$ cat src/sv/dstq_pkg.sv
// Shared types and codes for the deadline sorted timer queue.
// Used by dstq_front, dstq_back and the top level; depends on nothing.
package dstq_pkg;

  localparam int ID_W   = 4;
  localparam int PER_W  = 32;
  localparam int CNT_W  = 16;
  localparam int TIME_W = 48;
  localparam int QUE_W  = 5;

  typedef enum logic [1:0] {
    OP_REG   = 2'd0,
    OP_UNREG = 2'd1,
    OP_TICK  = 2'd2,
    OP_NONE  = 2'd3
  } op_t;

  typedef enum logic [2:0] {
    K_REGISTERED = 3'd0,
    K_REJECTED   = 3'd1,
    K_UNREGD     = 3'd2,
    K_FIRED      = 3'd3,
    K_NONE_DUE   = 3'd4
  } kind_t;

  typedef struct packed {
    op_t               op;
    logic [ID_W-1:0]   id;
    logic [PER_W-1:0]  period;
    logic [CNT_W-1:0]  count;
  } cmd_t;

  typedef struct packed {
    kind_t              kind;
    logic [ID_W-1:0]    id;
    logic [TIME_W-1:0]  fire_time;
    logic [QUE_W-1:0]   queued;
    logic               last;
  } res_t;

endpackage

$ cat src/sv/dstq_front.sv
// Front end: accepts command transactions, classifies them and buffers them
// in a two-entry queue for the back end. Depends on dstq_pkg.
module dstq_front (
  input  logic                clk,
  input  logic                rst_n,
  input  logic                in_valid,
  output logic                in_ready,
  input  dstq_pkg::cmd_t      in_cmd,
  output logic                cmd_valid,
  input  logic                cmd_pop,
  output dstq_pkg::cmd_t      cmd_out
);

  dstq_pkg::cmd_t fifo_r [2];
  logic           wr_ptr_r;
  logic           rd_ptr_r;
  logic [1:0]     fill_r;
  logic           push;
  logic           pop;

  assign in_ready  = (fill_r != 2'd2);
  // unused command code produces nothing, so it is dropped here
  assign push      = in_valid && in_ready && (in_cmd.op != dstq_pkg::OP_NONE);
  assign cmd_valid = (fill_r != 2'd0);
  assign pop       = cmd_pop && cmd_valid;
  assign cmd_out   = fifo_r[rd_ptr_r];

  always_ff @(posedge clk) begin
    if (push) begin
      fifo_r[wr_ptr_r] <= in_cmd;
    end
  end

  always_ff @(posedge clk) begin
    if (!rst_n) begin
      wr_ptr_r <= 1'b0;
      rd_ptr_r <= 1'b0;
      fill_r   <= 2'd0;
    end else begin
      if (push) wr_ptr_r <= ~wr_ptr_r;
      if (pop)  rd_ptr_r <= ~rd_ptr_r;
      fill_r <= fill_r + 2'(push) - 2'(pop);
    end
  end

  a_fill_max: assert property (@(posedge clk) disable iff (!rst_n) fill_r <= 2'd2)
    else $error("front queue overfilled");
  a_no_push_full: assert property (@(posedge clk) disable iff (!rst_n)
    fill_r == 2'd2 |-> !push)
    else $error("push into full front queue");
  a_pop_nonempty: assert property (@(posedge clk) disable iff (!rst_n)
    pop |-> fill_r != 2'd0)
    else $error("pop from empty front queue");

endmodule

$ cat src/sv/dstq_back.sv
// Back end: sorted deadline queue, timer tables and the sequencer that runs
// register, unregister and tick commands; holds the result register. Uses dstq_pkg.
module dstq_back #(
  parameter int QUEUE_DEPTH = 16,
  parameter int TIMER_COUNT = 16
) (
  input  logic               clk,
  input  logic               rst_n,
  input  logic               cmd_valid,
  output logic               cmd_pop,
  input  dstq_pkg::cmd_t     cmd_in,
  output logic               out_valid,
  input  logic               out_ready,
  output dstq_pkg::res_t     out_res
);

  localparam int IW  = (QUEUE_DEPTH > 1) ? $clog2(QUEUE_DEPTH) : 1;
  localparam int CW  = $clog2(QUEUE_DEPTH + 1);
  localparam int TIW = (TIMER_COUNT > 1) ? $clog2(TIMER_COUNT) : 1;
  localparam int TW  = dstq_pkg::TIME_W;
  localparam int DW  = dstq_pkg::ID_W;

  typedef enum logic [5:0] {
    S_IDLE  = 6'b000001,
    S_INS   = 6'b000010,
    S_UNREG = 6'b000100,
    S_CHK   = 6'b001000,
    S_POP   = 6'b010000,
    S_OUT   = 6'b100000
  } state_t;

  logic [DW-1:0]                q_id    [QUEUE_DEPTH];
  logic [TW-1:0]                q_dl    [QUEUE_DEPTH];
  logic [dstq_pkg::PER_W-1:0]   per_tab [TIMER_COUNT];
  logic [dstq_pkg::CNT_W-1:0]   rem_tab [TIMER_COUNT];

  state_t          state_r, ret_r;
  logic [CW-1:0]   count_r;
  logic [TW-1:0]   now_r;
  logic [CW-1:0]   ptr_r;    // insert walk / pop index / unregister read
  logic [CW-1:0]   wptr_r;   // unregister write
  logic [DW-1:0]   ins_id_r;
  logic [TW-1:0]   ins_dl_r;
  logic            after_fire_r;
  logic [DW-1:0]   fid_r;
  logic [TW-1:0]   fdl_r;
  logic            have_pend_r;
  dstq_pkg::res_t  pend_r, res_r, out_res_r;
  logic            out_valid_r;

  logic [IW-1:0]                 pi, pim1, wi;
  logic [TIW-1:0]                ti_cmd, ti_fid;
  logic                          due, out_free, fid_ok, requeue, load_out;
  logic [dstq_pkg::CNT_W-1:0]    rem;
  logic [dstq_pkg::PER_W-1:0]    per;

  assign pi       = ptr_r[IW-1:0];
  assign pim1     = IW'(ptr_r - CW'(1));
  assign wi       = wptr_r[IW-1:0];
  assign ti_cmd   = TIW'(cmd_in.id);
  assign ti_fid   = TIW'(fid_r);
  assign due      = (count_r != '0) && (q_dl[0] <= now_r);
  assign out_free = !out_valid_r || out_ready;
  assign load_out = (state_r == S_OUT) && out_free;
  assign fid_ok   = (32'(fid_r) < TIMER_COUNT);
  assign rem      = rem_tab[ti_fid];
  assign per      = per_tab[ti_fid];
  assign requeue  = fid_ok && ((rem == '0) || (rem > 16'd1));
  assign cmd_pop  = (state_r == S_IDLE) && cmd_valid;
  assign out_valid = out_valid_r;
  assign out_res   = out_res_r;

  always_ff @(posedge clk) begin
    if (!rst_n) begin
      out_valid_r <= 1'b0;
    end else if (load_out) begin
      out_valid_r <= 1'b1;
    end else if (out_ready) begin
      out_valid_r <= 1'b0;
    end
  end

  always_ff @(posedge clk) begin
    if (!rst_n) begin
      state_r      <= S_IDLE;
      ret_r        <= S_IDLE;
      count_r      <= '0;
      now_r        <= '0;
      have_pend_r  <= 1'b0;
      ptr_r        <= '0;
      wptr_r       <= '0;
      after_fire_r <= 1'b0;
    end else begin
      unique case (state_r)
        S_IDLE: begin
          if (cmd_valid) begin
            unique case (cmd_in.op)
              dstq_pkg::OP_REG: begin
                if ((32'(cmd_in.id) >= TIMER_COUNT) || (32'(count_r) >= QUEUE_DEPTH)) begin
                  res_r   <= '{dstq_pkg::K_REJECTED, cmd_in.id, '0,
                               dstq_pkg::QUE_W'(count_r), 1'b1};
                  ret_r   <= S_IDLE;
                  state_r <= S_OUT;
                end else begin
                  per_tab[ti_cmd] <= cmd_in.period;
                  rem_tab[ti_cmd] <= cmd_in.count;
                  ins_id_r     <= cmd_in.id;
                  ins_dl_r     <= now_r + TW'(cmd_in.period);
                  ptr_r        <= count_r;
                  after_fire_r <= 1'b0;
                  state_r      <= S_INS;
                end
              end
              dstq_pkg::OP_UNREG: begin
                ins_id_r <= cmd_in.id;
                ptr_r    <= '0;
                wptr_r   <= '0;
                state_r  <= S_UNREG;
              end
              dstq_pkg::OP_TICK: begin
                now_r       <= now_r + TW'(1);
                have_pend_r <= 1'b0;
                state_r     <= S_CHK;
              end
              default: state_r <= S_IDLE;
            endcase
          end
        end
        S_INS: begin
          // walk from the tail, shifting entries whose deadline is not below the new one
          if ((ptr_r != '0) && !(q_dl[pim1] < ins_dl_r)) begin
            q_id[pi] <= q_id[pim1];
            q_dl[pi] <= q_dl[pim1];
            ptr_r    <= ptr_r - CW'(1);
          end else begin
            q_id[pi] <= ins_id_r;
            q_dl[pi] <= ins_dl_r;
            count_r  <= count_r + CW'(1);
            if (after_fire_r) begin
              pend_r      <= '{dstq_pkg::K_FIRED, fid_r, fdl_r,
                               dstq_pkg::QUE_W'(count_r + CW'(1)), 1'b0};
              have_pend_r <= 1'b1;
              state_r     <= S_CHK;
            end else begin
              res_r   <= '{dstq_pkg::K_REGISTERED, ins_id_r, ins_dl_r,
                           dstq_pkg::QUE_W'(count_r + CW'(1)), 1'b1};
              ret_r   <= S_IDLE;
              state_r <= S_OUT;
            end
          end
        end
        S_UNREG: begin
          if (ptr_r < count_r) begin
            if (q_id[pi] != ins_id_r) begin
              q_id[wi] <= q_id[pi];
              q_dl[wi] <= q_dl[pi];
              wptr_r   <= wptr_r + CW'(1);
            end
            ptr_r <= ptr_r + CW'(1);
          end else begin
            count_r <= wptr_r;
            res_r   <= '{dstq_pkg::K_UNREGD, ins_id_r, '0,
                         dstq_pkg::QUE_W'(wptr_r), 1'b1};
            ret_r   <= S_IDLE;
            state_r <= S_OUT;
          end
        end
        S_CHK: begin
          if (due) begin
            if (have_pend_r) begin
              res_r       <= pend_r;
              have_pend_r <= 1'b0;
              ret_r       <= S_CHK;
              state_r     <= S_OUT;
            end else begin
              fid_r   <= q_id[0];
              fdl_r   <= q_dl[0];
              ptr_r   <= CW'(1);
              state_r <= S_POP;
            end
          end else begin
            if (have_pend_r) begin
              res_r <= '{pend_r.kind, pend_r.id, pend_r.fire_time, pend_r.queued, 1'b1};
            end else begin
              res_r <= '{dstq_pkg::K_NONE_DUE, '0, now_r,
                         dstq_pkg::QUE_W'(count_r), 1'b1};
            end
            have_pend_r <= 1'b0;
            ret_r       <= S_IDLE;
            state_r     <= S_OUT;
          end
        end
        S_POP: begin
          if (ptr_r < count_r) begin
            q_id[pim1] <= q_id[pi];
            q_dl[pim1] <= q_dl[pi];
            ptr_r      <= ptr_r + CW'(1);
          end else begin
            count_r <= count_r - CW'(1);
            if (requeue) begin
              if (rem > 16'd1) rem_tab[ti_fid] <= rem - 16'd1;
              ins_id_r     <= fid_r;
              ins_dl_r     <= now_r + TW'((per == '0) ? 32'd1 : per);
              ptr_r        <= count_r - CW'(1);
              after_fire_r <= 1'b1;
              state_r      <= S_INS;
            end else begin
              pend_r      <= '{dstq_pkg::K_FIRED, fid_r, fdl_r,
                               dstq_pkg::QUE_W'(count_r - CW'(1)), 1'b0};
              have_pend_r <= 1'b1;
              state_r     <= S_CHK;
            end
          end
        end
        S_OUT: begin
          if (out_free) begin
            out_res_r <= res_r;
            state_r   <= ret_r;
          end
        end
        default: state_r <= S_IDLE;
      endcase
    end
  end

  a_count_max: assert property (@(posedge clk) disable iff (!rst_n)
    32'(count_r) <= QUEUE_DEPTH)
    else $error("queue count beyond depth");
  a_idle_no_pend: assert property (@(posedge clk) disable iff (!rst_n)
    state_r == S_IDLE |-> !have_pend_r)
    else $error("fired result left pending at idle");
  a_none_due_last: assert property (@(posedge clk) disable iff (!rst_n)
    out_valid_r && out_res_r.kind == dstq_pkg::K_NONE_DUE |-> out_res_r.last)
    else $error("empty tick result without last");
  a_pop_nonempty: assert property (@(posedge clk) disable iff (!rst_n)
    state_r == S_POP |-> count_r != '0)
    else $error("pop from empty queue");

endmodule

$ cat src/sv/deadline_sorted_timer_queue.sv
// Top level of the deadline sorted timer queue.
// Instantiates dstq_front and dstq_back; uses dstq_pkg.
//
// Usage: commands arrive on the in_ stream (register, unregister, 1 ms tick)
// with the command code on in_tuser, and results leave on the out_ stream with
// the result kind on out_tuser, one or more per command, the final one flagged
// by out_tlast. Command code 3 is swallowed without a result.
// Register inserts by a walk over the queue from the tail, unregister makes a
// compaction pass, and a tick pops the head of each due entry and re-inserts
// it unless its execution count is used up; each of these walks the
// single-port queue array.
// A two-entry command queue lets commands be taken while the back end is
// busy or a result is held; a held result stalls the sequencer only when the
// next result is ready, and in_tready drops once the command queue is full.
// Reset empties the queue and sets the millisecond time to zero; the timer
// tables and queue contents are undefined until written.
module deadline_sorted_timer_queue #(
  parameter int QUEUE_DEPTH = 16,
  parameter int TIMER_COUNT = 16
) (
  input  logic        clk,
  input  logic        rst_n,
  input  logic        in_tvalid,
  output logic        in_tready,
  input  logic [55:0] in_tdata,   // timer_id[3:0], period_ms[35:4], execution_count[51:36]
  input  logic [1:0]  in_tuser,   // cmd[1:0]
  output logic        out_tvalid,
  input  logic        out_tready,
  output logic [63:0] out_tdata,  // fired_id[3:0], fire_time[51:4], queued[56:52]
  output logic [2:0]  out_tuser,  // kind[2:0]
  output logic        out_tlast
);

  dstq_pkg::cmd_t in_cmd, cmd;
  dstq_pkg::res_t res;
  logic           cmd_valid, cmd_pop;

  assign in_cmd = '{dstq_pkg::op_t'(in_tuser), in_tdata[3:0],
                    in_tdata[35:4], in_tdata[51:36]};

  dstq_front u_front (
    .clk       (clk),
    .rst_n     (rst_n),
    .in_valid  (in_tvalid),
    .in_ready  (in_tready),
    .in_cmd    (in_cmd),
    .cmd_valid (cmd_valid),
    .cmd_pop   (cmd_pop),
    .cmd_out   (cmd)
  );

  dstq_back #(
    .QUEUE_DEPTH (QUEUE_DEPTH),
    .TIMER_COUNT (TIMER_COUNT)
  ) u_back (
    .clk       (clk),
    .rst_n     (rst_n),
    .cmd_valid (cmd_valid),
    .cmd_pop   (cmd_pop),
    .cmd_in    (cmd),
    .out_valid (out_tvalid),
    .out_ready (out_tready),
    .out_res   (res)
  );

  assign out_tdata = {7'b0, res.queued, res.fire_time, res.id};
  assign out_tuser = res.kind;
  assign out_tlast = res.last;

endmodule

$ cat config.mk
export PLATFORM = sky130hd
export DESIGN_NAME = deadline_sorted_timer_queue
export DESIGN_NICKNAME = d
export VERILOG_FILES = /design/src/sv/dstq_pkg.sv /design/src/sv/dstq_front.sv /design/src/sv/dstq_back.sv /design/src/sv/deadline_sorted_timer_queue.sv
export SDC_FILE = /design/constraint.sdc
export NUM_CORES = 2
export LEC_CHECK = 0
export ABC_AREA = 1
export BUFFER_PORTS_ARGS = -buffer_cell sky130_fd_sc_hd__buf_2
export CORE_ASPECT_RATIO = 1.2
export CORE_MARGIN = 2
export CORE_UTILIZATION = 45
export CTS_BUF_LIST = sky130_fd_sc_hd__clkbuf_4 sky130_fd_sc_hd__clkbuf_8
export DETAILED_ROUTE_END_ITERATION = 7
export HOLD_SLACK_MARGIN = 0.03
export SETUP_SLACK_MARGIN = 0.3
export SLEW_MARGIN = 20
export SYNTH_ARGS = -nofsm -noshare
export SYNTH_HDL_FRONTEND = slang
export SYNTH_SLANG_ARGS = --single-unit
$ cat constraint.sdc
create_clock -name clk -period 8.23 [get_ports clk]
set_input_delay 1.2345 -clock clk [delete_from_list [all_inputs] [get_ports clk]]
set_output_delay 1.2345 -clock clk [all_outputs]
set_load 0.03 [all_outputs]
==> impl_metrics.env <==
export IMPL_finalNetCount=9132
export IMPL_flow_area_growth_from_synthesis_pct=10.45
export IMPL_placed_cells_incl_taps=11390
export IMPL_ys_flop_type="sky130_fd_sc_hd__edfxtp_1"
export IMPL_horiz_die_dim_um=424.5
export IMPL_post_dp_hpwl_um=171400
export IMPL_synth_xor_xnor_area_share_pct=0.8059
export IMPL_routed_wl_um=296600
export IMPL_clock_latency_ns=1.12
export IMPL_drv_max_cap_violation_count=0
export IMPL_synth_warning_count=0
export IMPL_setup_slack_on_the_worst_flop_to_flop_path_ns=1.10
export IMPL_multiInputGateArea_um2=28980
export IMPL_postLayoutSetupSlackWorst_ns=1.103
export IMPL_worst_pin_slew_ns=1.229
export IMPL_part_of_the_yosys_area_used_for_sequential_elements_pct=64.36
export IMPL_syn_instance_count=8871
export IMPL_drtPass1Iterations=6
export IMPL_critPathSlowestCell="sky130_fd_sc_hd__dfxtp_4"
export IMPL_place_gp_congestion=0.9523
export IMPL_clock_skew_final_ns=0.1365
export IMPL_finalCriticalPeriod_ns=7.127
export IMPL_holdBufCountCts=0
export IMPL_grt_pass1_vias=68320
export IMPL_synth_area_leader_cell="sky130_fd_sc_hd__edfxtp_1"
export IMPL_post_cts_setup_buffers=0
export IMPL_max_slew_margin_pct=17.23
export IMPL_timing_final_hold_violations=0
export IMPL_antenna_left=0
export IMPL_mostFrequentLayoutCells="sky130_fd_sc_hd__edfxtp_1, sky130_fd_sc_hd__o21ai_0, sky130_fd_sc_hd__nand2_1"
export IMPL_grt_first_pass_wirelength_um=434200
export IMPL_number_of_ports_placed_on_the_die_boundary=132
export IMPL_post_route_cells_drive_above_1_share_pct=10.47
export IMPL_die_outline_area_um2=215900
export IMPL_final_max_slew_violation_count=0
export IMPL_maxClockFrequency_mhz=140.3
export IMPL_core_area_um2=211300
export IMPL_cellPowerDensity_nw_per_um2=306.6
export IMPL_path_cells="inv_6, ha_4, inv_8, buf_4, o21ai_0, a21oi_1, o221ai_1, nand2_1, inv_1, ha_1, a21oi_1, o21a_1, o221ai_1, nand2_1, o2111ai_1, a21oi_1, nand2_1, nand3_1, nand3_1, inv_2, buf_4"
export IMPL_crit_fanout=103
export IMPL_crit_path_end="u_back.pend_r[30]$_DFFE_PP_"
export IMPL_peakVddDrop_mv=0.2152
export IMPL_synth_compound_area_share_pct=16.44
export IMPL_critical_path_n_buffers_inverters=6
export IMPL_hold_class="input pin to register"
export IMPL_synth_fa_ha_area_share_pct=1.908
export IMPL_placementRows=185
export IMPL_numCtsBuffers=340
export IMPL_tritoncts="done"
export IMPL_dpl_instance_area_um2=99150
export IMPL_critical_path_startpoint_category="register"
export IMPL_synth_area_mux_share_pct=0.02097
export IMPL_synth_edf_count=1991
export IMPL_combinational_family_with_the_most_area_after_synthesis="compound AO/OA/AOI/OAI gates"
export IMPL_clk_pin_slew_ns=0.07
export IMPL_wl_per_cell_um=24.79
export IMPL_r2r_end="u_back.pend_r[30]$_DFFE_PP_"
export IMPL_cp_startpoint="u_back.ptr_r[0]$_SDFFE_PN0P_"
export IMPL_timing_critical_path_to_type="register"
export IMPL_yosysUniqueCellTypes=58
export IMPL_globalRouteOverflowTotal=0
export IMPL_cts_repair_resize_count=0
export IMPL_antenna_violations_before_repair=11
export IMPL_cp_num_cells=21
export IMPL_worstSetupPathType="register to register"
export IMPL_route_detailed_vias_per_inst=5.983
export IMPL_route_vias_total=71600
export IMPL_cts_sinks=2074
export IMPL_grt_start_max_net_pins=236
export IMPL_worstPathRequired_ns=8.87
export IMPL_total_leakage_power_uw=0.03697
export IMPL_worstReg2RegStart="u_back.ptr_r[0]$_SDFFE_PN0P_"
export IMPL_critical_path_arrival_ns=7.77
export IMPL_critical_path_max_stage_delay_ns=0.74
export IMPL_setup_tns_ns=0
export IMPL_detail_route_iter0_violations=8458
export IMPL_fraction_of_registers_with_async_set_or_reset_after_synthesis_pct=0
export IMPL_rsz0062_at_grt="no"
export IMPL_remaining_drc_errors=0
export IMPL_synth_seq_cells=2074
export IMPL_timing_critical_path_max_delay_family="buffers and inverters"
export IMPL_cts_root_buffer="sky130_fd_sc_hd__clkbuf_8"
export IMPL_outcome="completed"
export IMPL_synth_area_top_cells="sky130_fd_sc_hd__edfxtp_1, sky130_fd_sc_hd__o21ai_0, sky130_fd_sc_hd__a21oi_1, sky130_fd_sc_hd__nand2_1, sky130_fd_sc_hd__nor2_1"
export IMPL_layout_worst_path_cycle_share_pct=86.60
export IMPL_postSynthAreaPerCell_um2=10.76
export IMPL_hold_path_startpoint="in_tdata[47]"
export IMPL_layout_cell_area_non_filler_um2=105500
export IMPL_synthSimpleGateAreaFrac_pct=10.71
export IMPL_htree_num_levels=5
export IMPL_regArea_um2=61470
export IMPL_finalSetupViolCount=0
export IMPL_portBuffers=120
export IMPL_final_fill_count=18560
export IMPL_synth_top_cell_area_share_pct=62.62
export IMPL_initial_utilization_pct=45.18
export IMPL_final_instance_count_excl_fill=11970
export IMPL_dieHeight_um=508.6
export IMPL_netlist_area_um2=95480
export IMPL_cts_max_path_buffers=4
export IMPL_grt_use_total_pct=26.81
export IMPL_timing_reg2reg_worst_path_depth=21
export IMPL_layout_cells_most_common="sky130_fd_sc_hd__edfxtp_1"
export IMPL_place_worst_setup_slack_ns=1.224
==> report_power, final <==
part	switching (µW)	internal, µW	total, µW
combinational	7300	2300	9600
sequential	239	13900	14200
clock	4040	4530	8570
total	11600	20700	32300
==> sequential cells by signal, indices dropped and copies added, names as in the netlist, 2 cells and up, named ones only <==
register	flops
u_back.ins_dl_r	48
u_back.ins_id_r	4
u_back.state_r	6
u_back.out_res	61
u_front.fifo_r	108
u_back.wptr_r	5
u_back.ptr_r	5
u_back.per_tab	512
u_back.pend_r	57
u_back.rem_tab	256
u_back.now_r	48
u_back.q_id	64
u_front.fill_r	2
u_back.q_dl	768
u_back.res_r	61
u_back.fdl_r	48
u_back.count_r	5
u_back.ret_r	2
u_back.fid_r	4
==> final cells by class <==
class | count | area share (%)
clock inverters | 113 | 0.5920
repair buffers | 300 | 2.147
clock buffers | 458 | 5.331
well taps | 2805 | 3.328
multi-input cells | 5424 | 27.48
inverters | 785 | 2.823
flip-flops and latches | 2074 | 58.29
diodes | 7 | 0.01661
==> cells by family after synthesis <==
kind of cell / after synthesis
compound gates: 2714
flops: 2074
xor+xnor: 87
simple gates: 2469
other cells: 1
mux: 2
buf+inv: 1379
fa+ha+maj: 145
==> routing by layer <==
metal  vias up  wire length [µm]  global-route usage, %
li1      32200                 -                      -
met1     35090            122400                  36.88
met2      3652            135400                  42.51
met3       652             28030                  4.746
met4         2             10820                  10.01
met5         -                13                      0
==> how the worst min path moves through the flow <==
stage	to	cells after the start
after detailed placement	u_back.pend_r[40]$_DFFE_PP_	0
final	u_front.fifo_r[0][11]$_DFFE_PP_	1
after global routing	u_front.fifo_r[0][11]$_DFFE_PP_	1
after floorplan	u_back.out_res[0]$_DFFE_PP_	0
after global placement	u_back.pend_r[8]$_DFFE_PP_	0
after CTS	u_front.fifo_r[0][11]$_DFFE_PP_	1
==> per-stage QoR <==
step / total power, µW / utilization (%) / hold WS, ns
final: 32330 / 49.90 / 0.3411
after global routing: 33790 / 49.90 / 0.2931
after CTS: 32310 / 49.87 / 0.2282
after detailed placement: 23770 / 46.92 / 0.4045
after global placement: 23550 / 46.91 / 0.4005
after floorplan: 20100 / - / 0.4003
==> cells in the mapped netlist, drive strengths merged, types with 2 or more instances <==
cell     count
edfxtp    1991
o21ai     1167
nand2      996
nor2       919
a21oi      829
inv        779
clkbuf     409
nand3      393
o211ai     299
o221ai     228
buf        185
ha         144
dfxtp       83
xor2        66
nor3        65
o22ai       51
nand4       46
a311oi      39
a31oi       39
xnor2       21
nor4        19
o221a       18
and3        15
o21a        13
a211oi      11
or2         10
clkinv       6
nand3b       4
o2111ai      4
a2111oi      3
a21boi       3
a21o         3
a22oi        2
mux2i        2
nor3b        2
==> worst reg2reg max path, delay by kind of cell, from the launching register on <==
kind                       cells  cell delay, ns
adders and majority gates      2            0.67
buffers and inverters          6            2.56
and+or+nand+nor                5            1.27
DFF                            1            0.74
AOI/OAI and AO/OA              8            1.48
Note: power is estimated with default switching activity, not from simulation.
